`config.mk`:
```
export PLATFORM = sky130hd
export DESIGN_NAME = stx_cr_frame_receiver_core_flat
export DESIGN_NICKNAME = d
export VERILOG_FILES = /design/src/hw/rtl/stxcr_pkg.sv /design/src/hw/rtl/stxcr_if.sv /design/src/hw/rtl/stxcr_ram.sv /design/src/hw/rtl/stxcr_ctrl.sv /design/src/hw/rtl/stxcr_dpath.sv /design/src/hw/rtl/stx_cr_frame_receiver_core.sv /design/src/flat_wrapper.sv
export SDC_FILE = /design/constraint.sdc
export NUM_CORES = 1
export LEC_CHECK = 0
export ABC_AREA = 1
export BUFFER_PORTS_ARGS = -buffer_cell sky130_fd_sc_hd__buf_2
export CORE_AREA = 2 2 316 318
export CTS_BUF_LIST = sky130_fd_sc_hd__clkbuf_16
export DETAILED_ROUTE_END_ITERATION = 10
export DIE_AREA = 0 0 318 320
export HOLD_SLACK_MARGIN = 0.12
export PLACE_DENSITY = 0.44
export SLEW_MARGIN = 20
export SYNTH_ARGS = -nofsm -noshare
export SYNTH_HDL_FRONTEND = slang
export SYNTH_SLANG_ARGS = --single-unit
```
`constraint.sdc`:
```
create_clock -name clk_i -period 3.5 [get_ports clk_i]
set_input_delay 0.175 -clock clk_i [delete_from_list [all_inputs] [get_ports clk_i]]
set_output_delay 0.175 -clock clk_i [all_outputs]
set_load 0.02 [all_outputs]
```
`src/hw/rtl/stxcr_pkg.sv`:
```
`default_nettype none
package stxcr_pkg;

  // Frame store geometry
  localparam int BUF_SIZE = 64;
  localparam int ADDR_W   = $clog2(BUF_SIZE);
  localparam int IDX_W    = $clog2(BUF_SIZE + 1);

  // Field widths
  localparam int OP_W      = 2;
  localparam int BYTE_W    = 8;
  localparam int EV_W      = 3;
  localparam int NIB_W     = 4;
  localparam int CFG_IDX_W = 1;
  localparam int CFG_W     = 16;
  localparam int TMR_W     = 16;

  // Configuration register indexes
  localparam logic [CFG_IDX_W-1:0] CFG_CHECK_MODE = 1'd0;
  localparam logic [CFG_IDX_W-1:0] CFG_TIMEOUT    = 1'd1;
  localparam logic [TMR_W-1:0]     TIMEOUT_RST    = 16'd1000;

  // Item operation codes
  localparam logic [OP_W-1:0] OP_BYTE = 2'd0;
  localparam logic [OP_W-1:0] OP_TICK = 2'd1;
  localparam logic [OP_W-1:0] OP_LERR = 2'd2;

  // Line characters
  localparam logic [BYTE_W-1:0] CH_STX = 8'h02;
  localparam logic [BYTE_W-1:0] CH_ACK = 8'h06;
  localparam logic [BYTE_W-1:0] CH_NAK = 8'h15;
  localparam logic [BYTE_W-1:0] CH_CR  = 8'h0D;

  // Frame layout
  localparam logic [IDX_W-1:0]  MIN_FRAME   = IDX_W'(9);
  localparam logic [IDX_W-1:0]  CHK_END_OFS = IDX_W'(4);
  localparam logic [IDX_W-1:0]  PAY_END_OFS = IDX_W'(5);
  localparam logic [IDX_W-1:0]  RHI_OFS     = IDX_W'(3);
  localparam logic [IDX_W-1:0]  RLO_OFS     = IDX_W'(2);
  localparam logic [ADDR_W-1:0] KIND_HI_POS = ADDR_W'(3 % BUF_SIZE);
  localparam logic [ADDR_W-1:0] KIND_LO_POS = ADDR_W'(4 % BUF_SIZE);

  // Result event codes
  localparam logic [EV_W-1:0] EV_ACK      = 3'd0;
  localparam logic [EV_W-1:0] EV_NAK      = 3'd1;
  localparam logic [EV_W-1:0] EV_PAYLOAD  = 3'd2;
  localparam logic [EV_W-1:0] EV_CHECK    = 3'd3;
  localparam logic [EV_W-1:0] EV_KIND     = 3'd4;
  localparam logic [EV_W-1:0] EV_SHORT    = 3'd5;
  localparam logic [EV_W-1:0] EV_OVERFLOW = 3'd6;
  localparam logic [EV_W-1:0] EV_TIMEOUT  = 3'd7;

  // Read address selects
  localparam logic [2:0] RS_IDX = 3'd0;
  localparam logic [2:0] RS_RHI = 3'd1;
  localparam logic [2:0] RS_RLO = 3'd2;
  localparam logic [2:0] RS_KHI = 3'd3;
  localparam logic [2:0] RS_KLO = 3'd4;

  // Read data capture targets
  localparam logic [2:0] CAP_NONE = 3'd0;
  localparam logic [2:0] CAP_RHI  = 3'd1;
  localparam logic [2:0] CAP_RLO  = 3'd2;
  localparam logic [2:0] CAP_KHI  = 3'd3;
  localparam logic [2:0] CAP_KLO  = 3'd4;

  // Enabled kind ids, row = high nibble, bit = low nibble
  localparam logic [15:0] KIND_EN [16] = '{
    16'h003E, 16'h03FF, 16'h03FF, 16'h03FF, 16'h03FF, 16'h007F, 16'h00FF, 16'h0000,
    16'h0000, 16'h0000, 16'h0000, 16'h0000, 16'h0000, 16'h0000, 16'h0000, 16'h0000
  };

  typedef struct packed {
    logic             accept;
    logic             rd_en;
    logic [2:0]       rd_sel;
    logic             sum_rd;
    logic [2:0]       cap;
    logic             idx_clr;
    logic             idx_inc;
    logic             out_single;
    logic [EV_W-1:0]  out_ev;
    logic             out_payload;
  } cmd_t;

  typedef struct packed {
    logic            finish;
    logic            out_free;
    logic            short_frame;
    logic            sum_last;
    logic            mismatch;
    logic            kind_bad;
    logic            pay_last;
  } sts_t;

  // ASCII hex digit to value; anything else reads as zero
  function automatic logic [NIB_W-1:0] hex_val(input logic [BYTE_W-1:0] c);
    logic [NIB_W-1:0] v;
    v = '0;
    if (c >= 8'h30 && c <= 8'h39) begin
      v = c[NIB_W-1:0];
    end else if (c >= 8'h41 && c <= 8'h46) begin
      v = NIB_W'(c - 8'h37);
    end else if (c >= 8'h61 && c <= 8'h66) begin
      v = NIB_W'(c - 8'h57);
    end
    return v;
  endfunction

endpackage
`default_nettype wire

```
`src/hw/rtl/stxcr_if.sv`:
```
`default_nettype none
interface stxcr_item_if;
  logic                          valid;
  logic                          ready;
  logic [stxcr_pkg::OP_W-1:0]    op;
  logic [stxcr_pkg::BYTE_W-1:0]  rx_byte;
  modport source (output valid, op, rx_byte, input ready);
  modport sink   (input valid, op, rx_byte, output ready);
endinterface

interface stxcr_res_if;
  logic                          valid;
  logic                          ready;
  logic [stxcr_pkg::EV_W-1:0]    event_res;
  logic [stxcr_pkg::BYTE_W-1:0]  payload_byte;
  logic [stxcr_pkg::BYTE_W-1:0]  kind_id;
  logic                          last;
  modport source (output valid, event_res, payload_byte, kind_id, last, input ready);
  modport sink   (input valid, event_res, payload_byte, kind_id, last, output ready);
endinterface
`default_nettype wire

```
`src/hw/rtl/stxcr_ram.sv`:
```
`default_nettype none
module stxcr_ram #(
  parameter int WIDTH = 8,
  parameter int DEPTH = 64
) (
  input  logic                     clk_i,
  input  logic                     we_i,
  input  logic [$clog2(DEPTH)-1:0] waddr_i,
  input  logic [WIDTH-1:0]         wdata_i,
  input  logic                     re_i,
  input  logic [$clog2(DEPTH)-1:0] raddr_i,
  output logic [WIDTH-1:0]         rdata_o
);

  logic [WIDTH-1:0] mem_q [DEPTH];
  logic [WIDTH-1:0] rdata_q;

  always_ff @(posedge clk_i) begin
    if (we_i) begin
      mem_q[waddr_i] <= wdata_i;
    end
    if (re_i) begin
      rdata_q <= mem_q[raddr_i];
    end
  end

  assign rdata_o = rdata_q;

endmodule
`default_nettype wire

```
`src/hw/rtl/stxcr_ctrl.sv`:
```
`default_nettype none
module stxcr_ctrl (
  input  logic            clk_i,
  input  logic            rst_ni,
  input  logic            in_valid_i,
  output logic            in_ready_o,
  input  stxcr_pkg::sts_t sts_i,
  output stxcr_pkg::cmd_t cmd_o
);
  import stxcr_pkg::*;

  localparam logic [3:0] S_IDLE   = 4'd0;
  localparam logic [3:0] S_FIN    = 4'd1;
  localparam logic [3:0] S_SUM    = 4'd2;
  localparam logic [3:0] S_RH     = 4'd3;
  localparam logic [3:0] S_RL     = 4'd4;
  localparam logic [3:0] S_KH     = 4'd5;
  localparam logic [3:0] S_KL     = 4'd6;
  localparam logic [3:0] S_CMP    = 4'd7;
  localparam logic [3:0] S_SINGLE = 4'd8;
  localparam logic [3:0] S_PRD    = 4'd9;
  localparam logic [3:0] S_PLD    = 4'd10;

  logic [3:0]      state_q, state_d;
  logic [EV_W-1:0] ev_q, ev_d;
  logic            in_ready;

  always_comb begin
    cmd_o    = '0;
    state_d  = state_q;
    ev_d     = ev_q;
    in_ready = (state_q == S_IDLE) && sts_i.out_free;
    cmd_o.accept = in_valid_i && in_ready;
    unique case (state_q)
      S_IDLE: begin
        if (cmd_o.accept && sts_i.finish) begin
          state_d = S_FIN;
        end
      end
      S_FIN: begin
        if (sts_i.short_frame) begin
          ev_d    = EV_SHORT;
          state_d = S_SINGLE;
        end else begin
          cmd_o.idx_clr = 1'b1;
          state_d       = S_SUM;
        end
      end
      S_SUM: begin
        cmd_o.rd_en  = 1'b1;
        cmd_o.rd_sel = RS_IDX;
        cmd_o.sum_rd = 1'b1;
        if (sts_i.sum_last) begin
          state_d = S_RH;
        end else begin
          cmd_o.idx_inc = 1'b1;
        end
      end
      S_RH: begin
        cmd_o.rd_en  = 1'b1;
        cmd_o.rd_sel = RS_RHI;
        state_d      = S_RL;
      end
      S_RL: begin
        cmd_o.rd_en  = 1'b1;
        cmd_o.rd_sel = RS_RLO;
        cmd_o.cap    = CAP_RHI;
        state_d      = S_KH;
      end
      S_KH: begin
        cmd_o.rd_en  = 1'b1;
        cmd_o.rd_sel = RS_KHI;
        cmd_o.cap    = CAP_RLO;
        state_d      = S_KL;
      end
      S_KL: begin
        cmd_o.rd_en  = 1'b1;
        cmd_o.rd_sel = RS_KLO;
        cmd_o.cap    = CAP_KHI;
        state_d      = S_CMP;
      end
      S_CMP: begin
        cmd_o.cap = CAP_KLO;
        if (sts_i.mismatch) begin
          ev_d    = EV_CHECK;
          state_d = S_SINGLE;
        end else if (sts_i.kind_bad) begin
          ev_d    = EV_KIND;
          state_d = S_SINGLE;
        end else begin
          cmd_o.idx_clr = 1'b1;
          state_d       = S_PRD;
        end
      end
      S_SINGLE: begin
        if (sts_i.out_free) begin
          cmd_o.out_single = 1'b1;
          cmd_o.out_ev     = ev_q;
          state_d          = S_IDLE;
        end
      end
      S_PRD: begin
        cmd_o.rd_en  = 1'b1;
        cmd_o.rd_sel = RS_IDX;
        state_d      = S_PLD;
      end
      S_PLD: begin
        if (sts_i.out_free) begin
          cmd_o.out_payload = 1'b1;
          if (sts_i.pay_last) begin
            state_d = S_IDLE;
          end else begin
            cmd_o.idx_inc = 1'b1;
            state_d       = S_PRD;
          end
        end
      end
      default: begin
        state_d = S_IDLE;
      end
    endcase
  end

  always_ff @(posedge clk_i or negedge rst_ni) begin
    if (!rst_ni) begin
      state_q <= S_IDLE;
      ev_q    <= EV_ACK;
    end else begin
      state_q <= state_d;
      ev_q    <= ev_d;
    end
  end

  assign in_ready_o = in_ready;

endmodule
`default_nettype wire

```
`src/hw/rtl/stxcr_dpath.sv`:
```
`default_nettype none
module stxcr_dpath (
  input  logic                          clk_i,
  input  logic                          rst_ni,
  input  logic                          cfg_we_i,
  input  logic [stxcr_pkg::CFG_IDX_W-1:0] cfg_idx_i,
  input  logic [stxcr_pkg::CFG_W-1:0]   cfg_data_i,
  input  logic [stxcr_pkg::OP_W-1:0]    op_i,
  input  logic [stxcr_pkg::BYTE_W-1:0]  rx_byte_i,
  input  stxcr_pkg::cmd_t               cmd_i,
  output stxcr_pkg::sts_t               sts_o,
  output logic                          out_valid_o,
  input  logic                          out_ready_i,
  output logic [stxcr_pkg::EV_W-1:0]    event_res_o,
  output logic [stxcr_pkg::BYTE_W-1:0]  payload_byte_o,
  output logic [stxcr_pkg::BYTE_W-1:0]  kind_id_o,
  output logic                          last_o
);
  import stxcr_pkg::*;

  // Configuration
  logic             mode_q;
  logic [TMR_W-1:0] tmo_q;

  // Frame tracking
  logic             rcv_q, rcv_d;
  logic [IDX_W-1:0] wi_q, wi_d;
  logic [TMR_W-1:0] tmr_q, tmr_d;
  logic [IDX_W-1:0] n_q, n_d;
  logic [TMR_W-1:0] tmr_inc;

  // Item decision
  logic             item_emit;
  logic [EV_W-1:0]  item_ev;
  logic             item_fin;
  logic             we;
  logic [ADDR_W-1:0] waddr;

  // Check walk
  logic [IDX_W-1:0]  idx_q;
  logic              sum_pend_q;
  logic [BYTE_W-1:0] calc_q;
  logic [NIB_W-1:0]  rhi_q, khi_q;
  logic [BYTE_W-1:0] recv_q, kind_q;
  logic [NIB_W-1:0]  rd_nib;
  logic [ADDR_W-1:0] raddr;
  logic [BYTE_W-1:0] rdata;

  // Result register
  logic              ov_q;
  logic [EV_W-1:0]   oev_q;
  logic [BYTE_W-1:0] opay_q, okind_q;
  logic              olast_q;

  assign tmr_inc = tmr_q + TMR_W'(1);

  always_comb begin
    rcv_d     = rcv_q;
    wi_d      = wi_q;
    tmr_d     = tmr_q;
    n_d       = n_q;
    item_emit = 1'b0;
    item_ev   = EV_ACK;
    item_fin  = 1'b0;
    we        = 1'b0;
    waddr     = wi_q[ADDR_W-1:0];
    unique case (op_i)
      OP_LERR: begin
        rcv_d = 1'b0;
        wi_d  = '0;
        tmr_d = '0;
      end
      OP_TICK: begin
        if (rcv_q) begin
          tmr_d = tmr_inc;
          if (tmr_inc >= tmo_q) begin
            rcv_d     = 1'b0;
            wi_d      = '0;
            tmr_d     = '0;
            item_emit = 1'b1;
            item_ev   = EV_TIMEOUT;
          end
        end
      end
      OP_BYTE: begin
        if (!rcv_q) begin
          wi_d  = '0;
          tmr_d = '0;
          if (rx_byte_i == CH_STX) begin
            we    = 1'b1;
            waddr = '0;
            wi_d  = IDX_W'(1);
            rcv_d = 1'b1;
          end else if (rx_byte_i == CH_ACK) begin
            item_emit = 1'b1;
            item_ev   = EV_ACK;
          end else if (rx_byte_i == CH_NAK) begin
            item_emit = 1'b1;
            item_ev   = EV_NAK;
          end
        end else if (wi_q >= IDX_W'(BUF_SIZE)) begin
          rcv_d     = 1'b0;
          wi_d      = '0;
          tmr_d     = '0;
          item_emit = 1'b1;
          item_ev   = EV_OVERFLOW;
        end else begin
          we   = 1'b1;
          wi_d = wi_q + IDX_W'(1);
          if (rx_byte_i == CH_CR) begin
            // Latch the frame length and drop back to idle; the walk runs off n
            n_d      = wi_q + IDX_W'(1);
            item_fin = 1'b1;
            rcv_d    = 1'b0;
            wi_d     = '0;
            tmr_d    = '0;
          end
        end
      end
      default: begin
      end
    endcase
  end

  always_comb begin
    unique case (cmd_i.rd_sel)
      RS_IDX:  raddr = idx_q[ADDR_W-1:0];
      RS_RHI:  raddr = ADDR_W'(n_q - RHI_OFS);
      RS_RLO:  raddr = ADDR_W'(n_q - RLO_OFS);
      RS_KHI:  raddr = KIND_HI_POS;
      RS_KLO:  raddr = KIND_LO_POS;
      default: raddr = idx_q[ADDR_W-1:0];
    endcase
  end

  stxcr_ram #(
    .WIDTH(BYTE_W),
    .DEPTH(BUF_SIZE)
  ) u_store (
    .clk_i  (clk_i),
    .we_i   (cmd_i.accept && we),
    .waddr_i(waddr),
    .wdata_i(rx_byte_i),
    .re_i   (cmd_i.rd_en),
    .raddr_i(raddr),
    .rdata_o(rdata)
  );

  assign rd_nib = hex_val(rdata);

  assign sts_o.finish      = item_fin;
  assign sts_o.out_free    = !ov_q || out_ready_i;
  assign sts_o.short_frame = n_q < MIN_FRAME;
  assign sts_o.sum_last    = idx_q == (n_q - CHK_END_OFS);
  assign sts_o.mismatch    = calc_q != recv_q;
  assign sts_o.kind_bad    = !KIND_EN[khi_q][rd_nib];
  assign sts_o.pay_last    = idx_q == (n_q - PAY_END_OFS);

  always_ff @(posedge clk_i or negedge rst_ni) begin
    if (!rst_ni) begin
      mode_q     <= 1'b0;
      tmo_q      <= TIMEOUT_RST;
      rcv_q      <= 1'b0;
      wi_q       <= '0;
      tmr_q      <= '0;
      n_q        <= '0;
      idx_q      <= '0;
      sum_pend_q <= 1'b0;
      ov_q       <= 1'b0;
    end else begin
      if (cfg_we_i) begin
        unique case (cfg_idx_i)
          CFG_CHECK_MODE: mode_q <= cfg_data_i[0];
          CFG_TIMEOUT:    tmo_q  <= cfg_data_i[TMR_W-1:0];
          default: begin
          end
        endcase
      end
      if (cmd_i.accept) begin
        rcv_q <= rcv_d;
        wi_q  <= wi_d;
        tmr_q <= tmr_d;
        n_q   <= n_d;
      end
      if (cmd_i.idx_clr) begin
        idx_q <= IDX_W'(1);
      end else if (cmd_i.idx_inc) begin
        idx_q <= idx_q + IDX_W'(1);
      end
      sum_pend_q <= cmd_i.sum_rd;
      if ((cmd_i.accept && item_emit) || cmd_i.out_single || cmd_i.out_payload) begin
        ov_q <= 1'b1;
      end else if (out_ready_i) begin
        ov_q <= 1'b0;
      end
    end
  end

  // Walk payload: accumulator, captured check and kind digits, result register
  always_ff @(posedge clk_i) begin
    if (cmd_i.idx_clr) begin
      calc_q <= '0;
    end else if (sum_pend_q) begin
      calc_q <= mode_q ? (calc_q + rdata) : (calc_q ^ rdata);
    end
    case (cmd_i.cap)
      CAP_RHI: rhi_q  <= rd_nib;
      CAP_RLO: recv_q <= {rhi_q, rd_nib};
      CAP_KHI: khi_q  <= rd_nib;
      CAP_KLO: kind_q <= {khi_q, rd_nib};
      default: begin
      end
    endcase
    if (cmd_i.accept && item_emit) begin
      oev_q   <= item_ev;
      opay_q  <= '0;
      okind_q <= '0;
      olast_q <= 1'b1;
    end else if (cmd_i.out_single) begin
      oev_q   <= cmd_i.out_ev;
      opay_q  <= '0;
      okind_q <= (cmd_i.out_ev == EV_KIND) ? kind_q : '0;
      olast_q <= 1'b1;
    end else if (cmd_i.out_payload) begin
      oev_q   <= EV_PAYLOAD;
      opay_q  <= rdata;
      okind_q <= kind_q;
      olast_q <= sts_o.pay_last;
    end
  end

  assign out_valid_o    = ov_q;
  assign event_res_o    = oev_q;
  assign payload_byte_o = opay_q;
  assign kind_id_o      = okind_q;
  assign last_o         = olast_q;

endmodule
`default_nettype wire

```
`src/hw/rtl/stx_cr_frame_receiver_core.sv`:
```
`default_nettype none
// ACK, NAK, timeout and overflow results are loaded at the edge that takes the item.
// A CR item starts a frame walk (n = stored bytes, STX and CR included): a short frame is
// reported; else bytes 1 to n-4 are folded into the check, the check and kind digits read,
// then the check or kind verdict given, or each payload byte read and then loaded.
// No item is taken during the walk; an item is taken in idle whenever the result register
// is empty or being emptied. Reset (rst_ni low, asynchronous) returns to idle with an empty
// result register, check_mode 0 and timeout_ticks 1000; the frame store is not cleared.
module stx_cr_frame_receiver_core (
  input  logic                            clk_i,
  input  logic                            rst_ni,
  input  logic                            cfg_we_i,
  input  logic [stxcr_pkg::CFG_IDX_W-1:0] cfg_idx_i,
  input  logic [stxcr_pkg::CFG_W-1:0]     cfg_data_i,
  stxcr_item_if.sink                      item_i,
  stxcr_res_if.source                     result_o
);
  import stxcr_pkg::*;

  // Command and status between sequencer and datapath
  cmd_t cmd;
  sts_t sts;

  // Sequencer: owns the input handshake and the frame-end walk
  stxcr_ctrl u_ctrl (
    .clk_i     (clk_i),
    .rst_ni    (rst_ni),
    .in_valid_i(item_i.valid),
    .in_ready_o(item_i.ready),
    .sts_i     (sts),
    .cmd_o     (cmd)
  );

  // Datapath: frame tracking, frame store, block check, kind lookup, result register
  stxcr_dpath u_dpath (
    .clk_i         (clk_i),
    .rst_ni        (rst_ni),
    .cfg_we_i      (cfg_we_i),
    .cfg_idx_i     (cfg_idx_i),
    .cfg_data_i    (cfg_data_i),
    .op_i          (item_i.op),
    .rx_byte_i     (item_i.rx_byte),
    .cmd_i         (cmd),
    .sts_o         (sts),
    .out_valid_o   (result_o.valid),
    .out_ready_i   (result_o.ready),
    .event_res_o   (result_o.event_res),
    .payload_byte_o(result_o.payload_byte),
    .kind_id_o     (result_o.kind_id),
    .last_o        (result_o.last)
  );

endmodule
`default_nettype wire

```
`src/flat_wrapper.sv`:
```
// flat-port wrapper written by rule: the top's interface ports become plain ports
module stx_cr_frame_receiver_core_flat import stxcr_pkg::*;
  (clk_i, rst_ni, cfg_we_i, cfg_idx_i, cfg_data_i, item_i_valid, item_i_op, item_i_rx_byte, item_i_ready, result_o_valid, result_o_event_res, result_o_payload_byte, result_o_kind_id, result_o_last, result_o_ready);
  stxcr_item_if item_i_i ();
  stxcr_res_if result_o_i ();
  input  logic clk_i;
  input  logic rst_ni;
  input  logic cfg_we_i;
  input  logic [stxcr_pkg::CFG_IDX_W-1:0] cfg_idx_i;
  input  logic [stxcr_pkg::CFG_W-1:0] cfg_data_i;
  input wire logic [$bits(item_i_i.valid)-1:0] item_i_valid;
  input wire logic [$bits(item_i_i.op)-1:0] item_i_op;
  input wire logic [$bits(item_i_i.rx_byte)-1:0] item_i_rx_byte;
  output wire logic [$bits(item_i_i.ready)-1:0] item_i_ready;
  output wire logic [$bits(result_o_i.valid)-1:0] result_o_valid;
  output wire logic [$bits(result_o_i.event_res)-1:0] result_o_event_res;
  output wire logic [$bits(result_o_i.payload_byte)-1:0] result_o_payload_byte;
  output wire logic [$bits(result_o_i.kind_id)-1:0] result_o_kind_id;
  output wire logic [$bits(result_o_i.last)-1:0] result_o_last;
  input wire logic [$bits(result_o_i.ready)-1:0] result_o_ready;
  assign item_i_i.valid = item_i_valid;
  assign item_i_i.op = item_i_op;
  assign item_i_i.rx_byte = item_i_rx_byte;
  assign item_i_ready = item_i_i.ready;
  assign result_o_valid = result_o_i.valid;
  assign result_o_event_res = result_o_i.event_res;
  assign result_o_payload_byte = result_o_i.payload_byte;
  assign result_o_kind_id = result_o_i.kind_id;
  assign result_o_last = result_o_i.last;
  assign result_o_i.ready = result_o_ready;
  stx_cr_frame_receiver_core u_core (.clk_i(clk_i), .rst_ni(rst_ni), .cfg_we_i(cfg_we_i), .cfg_idx_i(cfg_idx_i), .cfg_data_i(cfg_data_i), .item_i(item_i_i), .result_o(result_o_i));
endmodule
```
# --- Word-level counts from Yosys, hierarchy flattened ---
# Memories as Yosys holds them, arrays and structs flattened. A register that Yosys moved wholly into a read port is not among the register bits.
# Index checks and enable logic that the tools add are counted.
classes:
  add_sub_neg: 10
  magnitude_cmp: 11
  n_eq_ne: 37
  n_mux: 95
  bitwise: 4
  reduce_logical: 30
op_table:
  columns: ["op", "n"]
  rows:
  - ["two-way mux 16 bit", 7]
  - ["two-way mux 7 bit", 7]
  - ["two-way mux 4 bit", 12]
  - ["one-hot mux 16 bit (3 select lines)", 1]
  - ["one-hot mux 4 bit (11 select lines)", 1]
  - ["two-way mux 1 bit", 39]
  - ["two-way mux 8 bit", 4]
  - ["two-way mux 3 bit", 10]
  - ["one-hot mux 6 bit (4 select lines)", 1]
  - ["one-hot mux 7 bit (3 select lines)", 1]
  - ["one-hot mux 4 bit (5 select lines)", 1]
  - ["two-way mux 6 bit", 3]
  - ["adder 16 x 1 -> 16 bit, second input constant", 1]
  - ["== test 4 x 3 -> 1 bit, second input constant", 4]
  - [">= comparator 16 bit", 1]
  - [">= comparator 8 x 7 -> 1 bit, second input constant", 2]
  - ["<= comparator 8 x 7 -> 1 bit, second input constant", 2]
  - ["adder 7 x 1 -> 7 bit, second input constant", 2]
  - ["== test 7 bit", 2]
  - ["subtractor 7 x 3 -> 7 bit, second input constant", 2]
  - ["== test 3 x 2 -> 1 bit, second input constant", 4]
  - ["== test 4 bit, second input constant", 3]
  - ["one-hot mux 3 bit (2 select lines)", 2]
  - ["one-hot mux 3 bit (4 select lines)", 1]
  - ["other kinds (42)", 74]
totals:
  reg_bits: 116
  ram_bits: 512
  mem_bits_ro: 256
  input_bits: 32
  wordCells: 209
  mem_count: 2
mem_list:
  columns: ["memory", "depth", "width", "read_ports", "rd_clocked_by_memory_dff", "write_ports", "line", "source"]
  rows:
  - ["u_core.u_dpath.u_store.mem_q", 64, 8, 1, 1, 1, "stxcr_ram.sv:15", "logic [WIDTH-1:0] mem_q [DEPTH];"]
  - ["(name not given)", 16, 16, 1, 0, 0, "stxcr_dpath.sv:156", "assign sts_o.kind_bad = !KIND_EN[khi_q][rd_nib];"]

# --- Longest topological paths before layout ---
depth:
  word_depth: 11
  ltp_mapped: 20

# --- Modules after synthesis ---
# Synthesis repeated with hierarchy kept, for this count alone.
hier_totals:
  cells_unflattened: 2709
  area_unflattened_um2: 28596.2
by_module_without_submodules:
  columns: ["mod", "instances", "cells_each", "area_each_um2"]
  rows:
  - ["stxcr_ram", 1, 1806, 21425.5]
  - ["stxcr_dpath", 1, 816, 6600.1]
  - ["stxcr_ctrl", 1, 87, 570.5]

# --- Worst setup path before layout ---
# OpenSTA, ideal clock, no wires.
synth_path:
  kind: "register to register"
  from: "register u_core.u_dpath.tmr_q[0]"
  to: "register u_core.u_dpath.oev_q[0] (netlist: u_core.u_dpath.event_res_o[0]) (enable)"
  setup_ns: 0.302
  arrival_ns: 2.901
  required_ns: 3.198
  path_slack_ns: 0.296
  path_stages_with_launch: 20
  cell_sequence: "dfrtp_1 > nand3_1 > nor3_1 > nand3_1 > nor2_1 > nand2_1 > nor2_1 > nand3_1 > xor2_1 > ha_1 > nand4_1 > nor3_1 > nand3_1 > nand3_1 > nand3_1 > o21ai_0 > nand2_1 > nand2_1 > inv_1 > nand2_1"
synth_via:
  elab_chain_len: 7
synth_lines:
  columns: ["item", "line", "source"]
  rows:
  - ["start, declared", "stxcr_dpath.sv:28", "logic [TMR_W-1:0] tmr_q, tmr_d;"]
  - ["start signal, assigned", "stxcr_dpath.sv:182", "tmr_q <= tmr_d;"]
  - ["adder 16 x 1 -> 16 bit", "stxcr_dpath.sv:55", "assign tmr_inc = tmr_q + TMR_W'(1);"]
  - [">= comparator 16 bit", "stxcr_dpath.sv:76", "if (tmr_inc >= tmo_q) begin"]
  - ["two-way mux 1 bit", "stxcr_dpath.sv:76", null]
  - ["two-way mux 1 bit", "stxcr_dpath.sv:74", "if (rcv_q) begin"]
  - ["one-hot mux 1 bit (2 select lines)", "stxcr_dpath.sv:67", "unique case (op_i)"]
  - ["logical AND 1 bit", "stxcr_dpath.sv:214", "if (cmd_i.accept && item_emit) begin"]
  - ["nonzero test 3 bit (no source line)", null, null]
  - ["end signal, assigned", "stxcr_dpath.sv:215", "oev_q <= item_ev;"]
  - ["end signal, assigned", "stxcr_dpath.sv:220", "oev_q <= cmd_i.out_ev;"]
  - ["end, declared", "stxcr_dpath.sv:51", "logic [EV_W-1:0] oev_q;"]
# Every way passes these cells.
# A chain may end at the register's enable or synchronous reset.

# --- Final worst setup path ---
layout_path:
  from: "register u_core.u_dpath.tmr_q[0]"
  to: "register u_core.u_dpath.oev_q[1] (netlist: u_core.u_dpath.event_res_o[1]) (enable)"
# The elaborated chain is that of the path after synthesis.

==> metrics.txt <==
pre-CTS setup slack=-0.1997 ns; Layout Area Growth over Synthesis=18.05%; vias in the first global route=21540; root buf cell=clkbuf_16; DR pass1 iterations=5; final core occ=0.3527; maximum vdd ir drop=1.089 mV; CTS Buf Count=75; fraction of registers with async set/reset=0.1006; endpoints failing hold=0; combinational share of power=0.439; Net Sw Frac=0.4315; # H-tree levels=3; Syn Inst Count=2969; CP Launch Type=flop; leakage power=14.24 nW; status=finished clean; Synth top area share=0.5610; gr usage total=0.1718; max-cap violations=0; Clock transition at path regs=0.06 ns; Most used DFF post-synth=edfxtp_1; CTS tree=yes; Seq/Total Area, Yosys=0.6330; crit path max fanout=3; Die X-Extent=318 um; Min Clock Period, post-route=3.277 ns; initial antenna violation count=1; Post-synth EDFFs=547; Die Height=320 um; Pwr per Cell Area=864.1 mW/mm^2; Ys Warns=0; Clk Latency, worst-skew pair=0.64 ns; Synth area leader=edfxtp_1; final WL=88400 um; CTS Sinks=636; top cells by area, synth=edfxtp_1, nand2_1, nand3_1, dfrtp_1, inv_1; relative slew slack=0.3453; ratio of final minimum period to clock period=0.9364; Starting Density=0.2988; largest net degree at the start of global routing=92; Fin Clk Skew=0.02829 ns; antenna-violating nets left=0; vias per cell=4.825; Hold WC Path Type=in -> reg; WP data required=3.84 ns; WHS Path Cells=2; Clk pwr share=0.250; global-route wire length before repair=133100 um; Netlist cell types=44; arrival time at the worst endpoint=3.62 ns; Psw=12.89 mW; gpl congestion=0.8531; Slew Viols, Final=0; Overflow after GRT=0; count leader, synth=nand2_1; Cell Rows=115; Layout Nets=3202; Net Count, Synth=3042; Worst-Margin Slew=0.9797 ns; core footprint=0.09799 mm^2; DP HPWL=55530 um; Longest Clk Path Bufs=3; # DRC=0; final worst slack=0.2226 ns; IO Port Bufs=53; ANT cells=0; Final setup viols=0; layout cell share with drive strength beyond 1=0.1191; via count=21600; initial detailed-routing violation count=1807; area of the multi-input gates=0.009190 mm^2; Cell Area, Synth=0.02928 mm^2; Syn Area/Cell=9.862 um^2; sequential share of power=0.310; internal power=16.98 mW; IO Pins=54; die area=0.1018 mm^2; synth cell count leaders=nand2_1, nand3_1, edfxtp_1; post-synthesis register bit count=636; Sequential cell area=0.01854 mm^2; Fmax=305.1 MHz; crit path kind=reg -> reg; Worst R2R Path Depth=20; CP endpoint kind=flop; routed length per placed instance=19.75 um; Fill cells=9881
==> state kept, by name, summed over array words and instances, names as in the netlist <==
name / cells
u_core.u_dpath.recv_q: 8
u_core.u_dpath.rcv_q: 1
u_core.u_dpath.n_q: 7
u_core.u_ctrl.state_q: 4
u_core.u_dpath.rhi_q: 4
u_core.u_dpath.u_store.rdata_o: 8
u_core.u_dpath.mode_q: 1
u_core.u_dpath.payload_byte_o: 8
u_core.u_ctrl.ev_q: 3
u_core.u_dpath.kind_q: 8
u_core.u_dpath.calc_q: 8
u_core.u_dpath.kind_id_o: 8
u_core.u_dpath.wi_q: 7
u_core.u_dpath.out_valid_o: 1
u_core.u_dpath.u_store.mem_q: 512
u_core.u_dpath.tmr_q: 16
u_core.u_dpath.khi_q: 4
u_core.u_dpath.idx_q: 7
u_core.u_dpath.tmo_q: 16
u_core.u_dpath.last_o: 1
u_core.u_dpath.event_res_o: 3
u_core.u_dpath.sum_pend_q: 1
==> logic make-up after synthesis <==
kind of cell               Yosys count  synth area share
AOI/OAI and AO/OA                  146           0.02816
xor gates and xnor gates            40           0.01196
adders and majority gates           41           0.01778
buffers and inverters              407           0.05944
DFF                                636            0.6330
muxes                                2         0.0007691
and+or+nand+nor                   1697            0.2489
==> per-stage QoR <==
step	power (mW)	cells	cell area (um^2)	setup TNS, ns	hold slack (ns)
after floorplan	17.87	2969	29280	0	-0.1206
after global placement	22.37	4299	31690	-0.2351	0.1618
after detailed placement	22.46	4299	31690	-25.03	0.1699
after CTS	30.11	4468	34360	0	0.1775
after global routing	31.84	4477	34560	-0.07197	0.1942
final	29.87	4477	34560	0	0.2097
==> layout by cell type (no fill, tap or decap), drive strengths merged, types with 6 or more instances in the layout <==
cell,synthesis,layout
edfxtp,547,547
ha,40,40
dfrtp,58,58
clkinv,2,32
o211ai,12,12
inv,256,282
nand2,866,866
clkbuf,19,76
dlygate4sd3,0,31
nor4,6,6
nand3,600,600
xnor2,12,12
a21oi,64,64
buf,130,201
nand4,18,18
dfstp,6,6
o21ai,45,45
xor2,28,28
nor3,18,18
o22ai,10,10
o31ai,6,6
nor2,178,178
or2,7,7
dfxtp,25,25
==> power groups by stage <==
stage,registers (mW),clock network [mW],logic [mW]
2_1_floorplan,9.33,0,8.55
3_3_place_gp,9.39,0,13.0
3_5_place_dp,9.41,0,13.1
4_1_cts,9.25,7.72,13.1
5_1_grt,9.32,8.00,14.5
6_report,9.27,7.48,13.1
==> path summary, 6_finish.rpt <==
check	start	to	slack, ns
max	u_core.u_dpath.tmr_q[0]	u_core.u_dpath.event_res_o[1]	0.22
min	item_i_rx_byte[2]	u_core.u_dpath.u_store.mem_q[17][2]	0.21
max reg2reg	u_core.u_dpath.tmr_q[0]	u_core.u_dpath.event_res_o[1]	0.22
min reg2reg	u_core.u_dpath.rhi_q[2]	u_core.u_dpath.recv_q[6]	0.42
max in group asynchronous	rst_ni	u_core.u_dpath.n_q[1]	1.59
min in group asynchronous	rst_ni	u_core.u_dpath.tmo_q[9]	0.61
==> what timing repair did <==
action	in CTS	in global routing
endpoints found under the setup margin	16	47
hold endpoints to repair	122	0
pin swaps	0	13
setup buffers	0	9
hold buffers	31	0
gates cloned	0	0
resized for setup	3	31
==> metal layers <==
| layer | track usage | wire length, um |
|---|---|---|
| met1 | 0.2316 | 39780 |
| met2 | 0.2806 | 41330 |
| met3 | 0.02964 | 4910 |
| met4 | 0.05503 | 2379 |
| met5 | 0 | 0 |
==> final cells by class <==
class | instances | share of cell area
Sequential cell | 636 | 0.5363
Clock inverter | 62 | 0.01307
Inverter | 258 | 0.02813
Timing Repair Buffer | 232 | 0.05506
Clock buffer | 76 | 0.05502
Multi-Input combinational cell | 1926 | 0.2659
Tap cell | 1287 | 0.04659
==> worst max-delay path, stage by stage, from the launching register on <==
cell	delay (ns)
dfrtp_1	0.43
ha_4	0.17
nand3_1	0.13
inv_2	0.11
nand3_2	0.09
inv_2	0.08
nand4_1	0.08
nor2_1	0.16
xor2_1	0.23
inv_1	0.08
ha_1	0.30
nand4_1	0.14
nor3_2	0.21
nand3_1	0.12
nand3_2	0.12
nand3_2	0.09
o21ai_2	0.08
nand2_2	0.12
nand2_2	0.10
inv_1	0.06
nand2_2	0.08
No activity file was read; power rests on OpenSTA's default activity.
